[src/sv/euq_pkg.sv]
package euq_pkg;

	// default build parameters
	localparam int ANGLE_BITS_DEF      = 16;
	localparam int FRACTION_BITS_DEF   = 15;
	localparam int TRIG_ITERATIONS_DEF = 16;

	// CORDIC number formats
	localparam int TRIG_FRAC = 40;          // x, y fraction bits
	localparam int MID_FRAC  = 30;          // rounded cos/sin and pair products
	localparam int XY_W      = 43;          // x, y register width
	localparam int Z_W       = 35;          // angle accumulator, pi = 2^32
	localparam int MID_W     = 32;          // Q1.30 plus headroom
	localparam int PROD_W    = 2 * MID_W;   // full multiplier result
	localparam int SUM_W     = PROD_W + 1;  // sum of two triple products
	localparam int MAX_STEPS = 32;

	localparam logic signed [XY_W-1:0] CORDIC_GAIN = 43'sd667681663043;

	// lane order inside a CORDIC word
	localparam int LANES      = 3;
	localparam int LANE_YAW   = 0;
	localparam int LANE_PITCH = 1;
	localparam int LANE_ROLL  = 2;

	// atan(2^-i), full turn = 2^33
	localparam logic signed [Z_W-1:0] ATAN_TAB [MAX_STEPS] = '{
		35'h040000000, 35'h025C80A3C, 35'h013F670B6, 35'h00A2223A8,
		35'h005161A86, 35'h0028BAFC2, 35'h00145EC3C, 35'h000A2F8AA,
		35'h000517CA6, 35'h00028BE5E, 35'h000145F30, 35'h0000A2F98,
		35'h0000517CC, 35'h000028BE6, 35'h0000145F4, 35'h00000A2FA,
		35'h00000517C, 35'h0000028BE, 35'h000001460, 35'h000000A30,
		35'h000000518, 35'h00000028C, 35'h000000146, 35'h0000000A2,
		35'h000000052, 35'h000000028, 35'h000000014, 35'h00000000A,
		35'h000000006, 35'h000000002, 35'h000000002, 35'h000000000
	};

	typedef struct packed {
		logic signed [XY_W-1:0] x;
		logic signed [XY_W-1:0] y;
		logic signed [Z_W-1:0]  z;
	} cordic_lane_t;

	typedef cordic_lane_t [LANES-1:0] cordic_word_t;

endpackage

[src/sv/euq_cordic_cell.sv]
module euq_cordic_cell
	import euq_pkg::*;
#(
	parameter int STEP = 0
) (
	input  logic         clk,
	input  logic         arst_n,
	input  logic         in_valid,
	output logic         in_ready,
	input  cordic_word_t in_word,
	output logic         out_valid,
	input  logic         out_ready,
	output cordic_word_t out_word
);

	logic         valid_q;
	cordic_word_t word_q;
	cordic_word_t next_word;
	logic         adv;

	// stage moves when empty or when the neighbor takes the word
	assign adv      = !valid_q || out_ready;
	assign in_ready = adv;

	// one rotation step per lane
	always_comb begin
		logic signed [XY_W-1:0] x, y, dx, dy;
		logic signed [Z_W-1:0]  z;
		for (int l = 0; l < LANES; l++) begin
			x  = in_word[l].x;
			y  = in_word[l].y;
			z  = in_word[l].z;
			dx = y >>> STEP;
			dy = x >>> STEP;
			if (!z[Z_W-1]) begin
				next_word[l].x = x - dx;
				next_word[l].y = y + dy;
				next_word[l].z = z - ATAN_TAB[STEP];
			end else begin
				next_word[l].x = x + dx;
				next_word[l].y = y - dy;
				next_word[l].z = z + ATAN_TAB[STEP];
			end
		end
	end

	always_ff @(posedge clk or negedge arst_n) begin
		if (!arst_n) begin
			valid_q <= 1'b0;
		end else if (adv) begin
			valid_q <= in_valid;
		end
	end

	always_ff @(posedge clk) begin
		if (adv && in_valid) begin
			word_q <= next_word;
		end
	end

	assign out_valid = valid_q;
	assign out_word  = word_q;

endmodule

[config.mk]
export PLATFORM = sky130hd
export DESIGN_NAME = euq_cordic_cell
export DESIGN_NICKNAME = d
export VERILOG_FILES = /design/src/sv/euq_pkg.sv /design/src/sv/euq_cordic_cell.sv
export SDC_FILE = /design/constraint.sdc
export NUM_CORES = 1
export LEC_CHECK = 0
export BUFFER_PORTS_ARGS = -buffer_cell sky130_fd_sc_hd__buf_2
export CAP_MARGIN = 20
export CORE_MARGIN = 8
export CORE_UTILIZATION = 30
export DETAILED_ROUTE_END_ITERATION = 6
export PLACE_DENSITY = 0.51
export SYNTH_ARGS = -nofsm -noshare
export SYNTH_HDL_FRONTEND = slang
export SYNTH_SLANG_ARGS = --single-unit
[constraint.sdc]
create_clock -name clk -period 24.3 [get_ports clk]
set_input_delay 3.645 -clock clk [delete_from_list [all_inputs] [get_ports clk]]
set_output_delay 3.645 -clock clk [all_outputs]
set_load 0.02 [all_outputs]
==> results of run 1 <==
==> cells in the mapped netlist (13+ instances only) <==
| cell | instances |
|---|---|
| and2_1 | 13 |
| or3_1 | 19 |
| o211ai_1 | 28 |
| inv_1 | 382 |
| buf_2 | 36 |
| o21bai_1 | 114 |
| clkbuf_1 | 104 |
| buf_1 | 28 |
| nand2b_1 | 34 |
| xor2_1 | 33 |
| nor4_1 | 40 |
| nand4_1 | 64 |
| nor2_1 | 339 |
| a21boi_0 | 17 |
| nand3_1 | 38 |
| or2_2 | 14 |
| ha_1 | 387 |
| nor2b_1 | 46 |
| edfxtp_1 | 360 |
| a31oi_1 | 24 |
| mux2i_1 | 60 |
| a21o_1 | 79 |
| nand2_1 | 246 |
| a221o_1 | 14 |
| o21a_1 | 31 |
| o21ai_0 | 293 |
| a211oi_1 | 31 |
| a21oi_1 | 558 |
| nor3_1 | 67 |
| xnor2_1 | 218 |
| o31ai_1 | 43 |
==> report_power, final <==
group / switching (mW) / internal (mW)
clock network: 0.315 / 0.412
logic: 0.617 / 0.295
registers: 0.0205 / 0.783
==> worst max-delay path by stage <==
stage | endpoint | slack [ns] | cells after the start
after CTS | in_ready | 16.59 | 3
after detailed placement | in_ready | 16.59 | 3
final | in_ready | 16.59 | 3
after global placement | in_ready | 16.59 | 3
after floorplan | out_word[0] | 11.44 | 2
after global routing | in_ready | 16.56 | 3
==> sequential cells by signal, indices dropped and copies added (netlist names) <==
name	flops
out_word	360
out_valid	1
==> logic make-up after synthesis <==
group | after synthesis | synth area share (%)
DFF | 361 | 31.7
xor gates and xnor gates | 251 | 6.42
and+or+nand+nor | 971 | 13.4
AOI/OAI and AO/OA | 1408 | 25.5
buffers and inverters | 572 | 6.44
adders and majority gates | 399 | 14.9
muxes | 61 | 1.79
==> through the flow <==
stage          area [sq um]  hold WS, ns  power (mW)  util [%]  instances
2_1_floorplan         34200        0.783        1.39         -       4023
3_3_place_gp          39200        0.517        1.72      34.5       6109
3_5_place_dp          39200        0.521        1.72      34.5       6109
4_1_cts               40800        0.537        2.47      35.8       6196
5_1_grt               40800        0.588        2.56      35.8       6199
6_report              40800        0.533        2.44      35.9       6210
==> metal layers <==
metal | global-route usage [%] | vias up
met5 | 0 | -
met4 | 5.42 | 40
met3 | 6.10 | 241
met2 | 37.9 | 1401
met1 | 29.1 | 16100
li1 | - | 15700
==> worst reg2reg max path, cell delays in order, from the launching register on <==
cell      delay [ns]
dfrtp_1         0.37
nand2b_1        0.11
and2_4          0.56
buf_4           0.87
buf_4           0.96
==> layout make-up <==
type	count	area, sq um
fillers	12000	72900
inverters	401	1510
diodes	14	35.0
clock inverters	35	367
clock buffers	52	1190
repair buffers	745	3770
well taps	1512	1890
multi-input cells	3090	21200
flip-flops and latches	361	10800
==> flow_metrics.env, run 1 <==
export IMPL_status="complete, no violations"
export IMPL_nNetsFinal=5412
export IMPL_post_cts_buffers=0
export IMPL_drt_initial_drc_count=3115
export IMPL_startpoint="out_ready"
export IMPL_synth_cell_type_count=92
export IMPL_pre_cts_ws_ns=16.59
export IMPL_vias=33600
export IMPL_hold_class="reg2reg"
export IMPL_cts_sinks=361
export IMPL_synth_edf_count=360
export IMPL_syn_area_sq_um=34200
export IMPL_hold_path_depth=2
export IMPL_synth_area_leaders="edfxtp_1, ha_1, a21oi_1"
export IMPL_ant_nets=0
export IMPL_path_buf_inv=2
export IMPL_yosysSeqAreaShare_pct=31.7
export IMPL_die_width_um=354
export IMPL_yosys_warnings=0
export IMPL_hp_start="out_valid"
export IMPL_ir_drop_mv=0.0503
export IMPL_finalCriticalPeriod_ns=7.71
export IMPL_worst_setup_path_type="in2out"
export IMPL_groute_usage_overall_pct=22.7
export IMPL_overflow=0
export IMPL_p_leak_nw=17.7
export IMPL_r2r_end="out_word[350]"
export IMPL_cp_slowest_cell="buf_2"
export IMPL_crit_chain="buf_2 > nand2b_1 > buf_2"
export IMPL_path_clk_slew_ns=0.06
export IMPL_skew_ns=0.0210
export IMPL_clk_latency_ns=0.63
export IMPL_mostFrequentLayoutCells="buf_2, a21oi_1, ha_1"
export IMPL_met3_length_um=13400
export IMPL_core_area_sq_um=114000
export IMPL_worstPathMaxFanout=3
export IMPL_start_util_pct=30.1
export IMPL_first_global_vias=32700
export IMPL_synth_main_ff_cell="edfxtp_1"
export IMPL_clock_path_buffers=3
export IMPL_avgRoutedWirePerCell_um=24.3
export IMPL_synth_async_reset_ratio_pct=0.277
export IMPL_drv_cap=0
export IMPL_grt_pass1_wl_um=219000
export IMPL_final_setup_tns_ns=0
export IMPL_postSynthCellCount=4023
export IMPL_cts_resized=0
export IMPL_final_common_cell="buf_2"
export IMPL_powerDensity_nw_per_um2=59.9
export IMPL_regToRegStartpoint="out_valid"
export IMPL_totalWireLength_um=151000
export IMPL_wl_met1_um=63200
export IMPL_cts_tree="built"
export IMPL_endpoint_kind="primary output"
export IMPL_critical_path_max_stage_delay_ns=0.17
export IMPL_grt_max_degree=89
export IMPL_cts_buffers_inserted=47
export IMPL_htree_levels=2
export IMPL_wl_met2_um=70200
export IMPL_hold_viol_final=0
export IMPL_startpoint_type="input pin"
export IMPL_yosysTopAreaCellShare_pct=31.6
export IMPL_ioPinCount=732
export IMPL_areaGrowthSynthToFinish_pct=19.2
export IMPL_syn_nets=4789
export IMPL_grt_setup_unrepaired="false"
export IMPL_period_share_pct=31.7
export IMPL_setup_violations=0
export IMPL_worst_ep_arrival_time_ns=4.06
export IMPL_holdPathEnd="out_valid"
export IMPL_hpwl_um=124000
export IMPL_die_h_um=354
export IMPL_rrSetupSlack_ns=20.92
export IMPL_drive_gt1_share_pct=18.7
export IMPL_ys_ff_latch=361
export IMPL_crit_path_frequent_cell="buf_2"
export IMPL_port_buffers=731
export IMPL_dieArea_sq_um=125000
export IMPL_cts_root_buf="clkbuf_16"
export IMPL_worst_endpoint_required_ns=20.65
export IMPL_top_layer="met5"
export IMPL_avgSynthCellArea_sq_um=8.51
export IMPL_reg2reg_depth=4
export IMPL_gp_congestion=0.934
export IMPL_relSlewSlack_pct=26.7
export IMPL_antenna_found_initial=44
export IMPL_viasPerCell=5.40
export IMPL_synth_top_area_cell="edfxtp_1"
export IMPL_worst_slack_ns=16.59
export IMPL_fmax_mhz=130
export IMPL_first_pass_iters=5
export IMPL_slew_viol_final=0
export IMPL_cp_top_family="buffers and inverters"
export IMPL_hold_buffers=0
export IMPL_rows=124
export IMPL_worst_pin_slew_ns=1.09
export IMPL_route_detailed_drc=0
(Power assumes the default switching activity.)
==> inputs of run 2 (changes only) <==
ABC_AREA = 1   (was default)
PLACE_DENSITY = 0.5   (was 0.51)
clock period = 7.93 ns   (was 24.3 ns; I/O delays follow)
==> flow_metrics.env, run 2 <==
export IMPL_synth_cell_type_count=44
export IMPL_groute_usage_overall_pct=26.5
export IMPL_avgSynthCellArea_sq_um=6.13
export IMPL_start_util_pct=30.1
export IMPL_gp_congestion=1.01
export IMPL_combPwrFrac_pct=41.5
export IMPL_htree_levels=2
export IMPL_skew_ns=0.0762
export IMPL_switchingPower_mw=3.55
export IMPL_synth_area_leaders="edfxtp_1, nand2_1, ha_1"
export IMPL_mostFrequentLayoutCells="nand2_1, inv_1, buf_2"
export IMPL_route_detailed_drc=0
export IMPL_p_leak_nw=26.9
export IMPL_clock_path_buffers=3
export IMPL_overflow=0
export IMPL_grt_setup_unrepaired="false"
export IMPL_synth_commonest_cells="nand2_1, inv_1, nor2_1"
export IMPL_synth_edf_count=360
export IMPL_grt_util_met3_pct=5.53
export IMPL_post_cts_buffers=0
export IMPL_hold_viol_final=0
export IMPL_ys_ff_latch=361
export IMPL_syn_area_sq_um=43000
export IMPL_num_fill_cells=16200
export IMPL_power_share_clock_pct=28.6
export IMPL_areaGrowthSynthToFinish_pct=15.8
export IMPL_yosysSeqAreaShare_pct=25.2
export IMPL_use_met2_pct=44.1
export IMPL_largest_reg_flops=360
export IMPL_worstPathMaxFanout=5
export IMPL_yosysTopAreaCellShare_pct=25.1
export IMPL_worst_setup_path_type="in2reg"
export IMPL_grt_most_used_layer="met2"
export IMPL_drt_initial_drc_count=3954
export IMPL_drive_gt1_share_pct=12.3
export IMPL_seq_power_share_pct=29.9
export IMPL_core_area_sq_um=143000
export IMPL_endpoint_kind="flop"
export IMPL_hold_class="in2async"
export IMPL_whs_ns=0.343
export IMPL_clk_latency_ns=0.69
export IMPL_relSlewSlack_pct=35.1
export IMPL_final_setup_tns_ns=0
export IMPL_nNetsFinal=8413
export IMPL_drv_cap=0
export IMPL_ioPinCount=732
export IMPL_yosys_warnings=0
export IMPL_cts_buffers_inserted=50
export IMPL_rows=139
export IMPL_multiInputGateArea_sq_um=26400
export IMPL_port_buffers=731
export IMPL_postSynthCellCount=7023
export IMPL_antenna_found_initial=47
export IMPL_grt_pass1_wl_um=311000
export IMPL_hpwl_um=190000
export IMPL_synth_async_reset_ratio_pct=0.277
export IMPL_fmax_mhz=268
export IMPL_synth_top_area_cell="edfxtp_1"
export IMPL_die_width_um=395
export IMPL_dieArea_sq_um=156000
export IMPL_cts_sinks=361
export IMPL_slew_viol_final=0
export IMPL_register_area_sq_um=10800
export IMPL_synth_main_ff_cell="edfxtp_1"
export IMPL_vias=47500
export IMPL_final_common_cell="nand2_1"
export IMPL_p_sw_share_pct=43.8
export IMPL_hold_buffers=0
export IMPL_syn_nets=7789
export IMPL_totalWireLength_um=219000
export IMPL_worst_ep_arrival_time_ns=4.14
export IMPL_synth_most_common_cell="nand2_1"
export IMPL_cts_resized=0
export IMPL_period_share_pct=47.0
export IMPL_grt_use_met1_pct=34.2
export IMPL_setup_violations=0
export IMPL_worst_endpoint_required_ns=8.35
export IMPL_ant_nets=0
export IMPL_worst_slack_ns=4.21
export IMPL_cts_tree="built"
export IMPL_path_clk_slew_ns=0.06
export IMPL_worst_pin_slew_ns=0.974
export IMPL_grt_max_degree=122
export IMPL_first_pass_iters=6
export IMPL_finalPower_mw=8.12
export IMPL_status="complete, no violations"
export IMPL_powerDensity_nw_per_um2=163
export IMPL_viasPerCell=4.94
export IMPL_startpoint_type="input pin"
export IMPL_p_int_mw=4.57
export IMPL_first_global_vias=45700
export IMPL_cts_root_buf="clkbuf_16"
export IMPL_die_h_um=395
export IMPL_avgRoutedWirePerCell_um=22.8
export IMPL_pre_cts_ws_ns=3.62
export IMPL_ir_drop_mv=0.159
export IMPL_finalCriticalPeriod_ns=3.72
[run 2: worst paths after layout]
path	from	endpoint	slack [ns]	cells past startpoint
hold reg to reg	out_valid	out_valid	0.57	2
hold / removal	arst_n	out_valid	0.34	1
setup reg to reg	out_valid	out_word[137]	5.39	3
setup / recovery	in_word[277]	out_word[309]	4.21	16
min in group clk	out_valid	out_valid	0.57	2
max in group asynchronous	arst_n	out_valid	7.50	1
[run 2: cells by family (layout without fill, tap and decap cells)]
family,count (synthesis),count (layout),share of synthesized area (%)
compound gates,763,763,9.80
xor+xnor,94,94,1.91
fa+ha+maj,399,399,11.8
buf+inv,1426,2091,13.5
flops,361,361,25.2
mux,1,1,0.0233
other cells,0,18,0
simple gates,3979,3979,37.8
[run 2: critical path, stage by stage]
cell and delay, ns:
buf_2 0.11, inv_1 0.04, ha_1 0.31, fa_1 0.52, inv_1 0.21, nand2_1 0.08, nand2_1 0.33, nand2_1 0.09
nand2_1 0.23, inv_1 0.15, o21bai_1 0.38, nand2_1 0.20, nand2_1 0.10, nand2_1 0.05, nand3_1 0.08, nand2_1 0.08
[run 2: per-layer routing]
layer  routed length [um]  vias to the layer above
met3                16500                      314
met1                94300                    22200
met4                 8180                       26
li1                     -                    23200
met5                  182                        -
met2                99600                     1778
[run 2: stage by stage]
stage | util, % | std cells | instance area, sq um
after floorplan | - | 7023 | 43000
after global placement | 33.7 | 9498 | 48100
after detailed placement | 33.7 | 9498 | 48100
after CTS | 34.8 | 9591 | 49800
after global routing | 34.8 | 9598 | 49800
final | 34.9 | 9609 | 49800
[run 2: power groups by stage]
stage	Sequential, mW	Clock, mW	Combinational, mW
final	2.43	2.32	3.37
after global routing	2.44	2.45	3.66
after CTS	2.43	2.39	3.34
after detailed placement	2.47	0	3.33
after global placement	2.47	0	3.34
after floorplan	2.66	0	1.84
[run 2: cell type report]
type | instances | area share, %
flip-flops and latches | 361 | 21.7
diodes | 18 | 0.0904
clock buffers | 53 | 2.53
repair buffers | 747 | 7.66
clock inverters | 40 | 0.793
inverters | 1251 | 9.43
multi-input cells | 5236 | 53.0
well taps | 1903 | 4.78
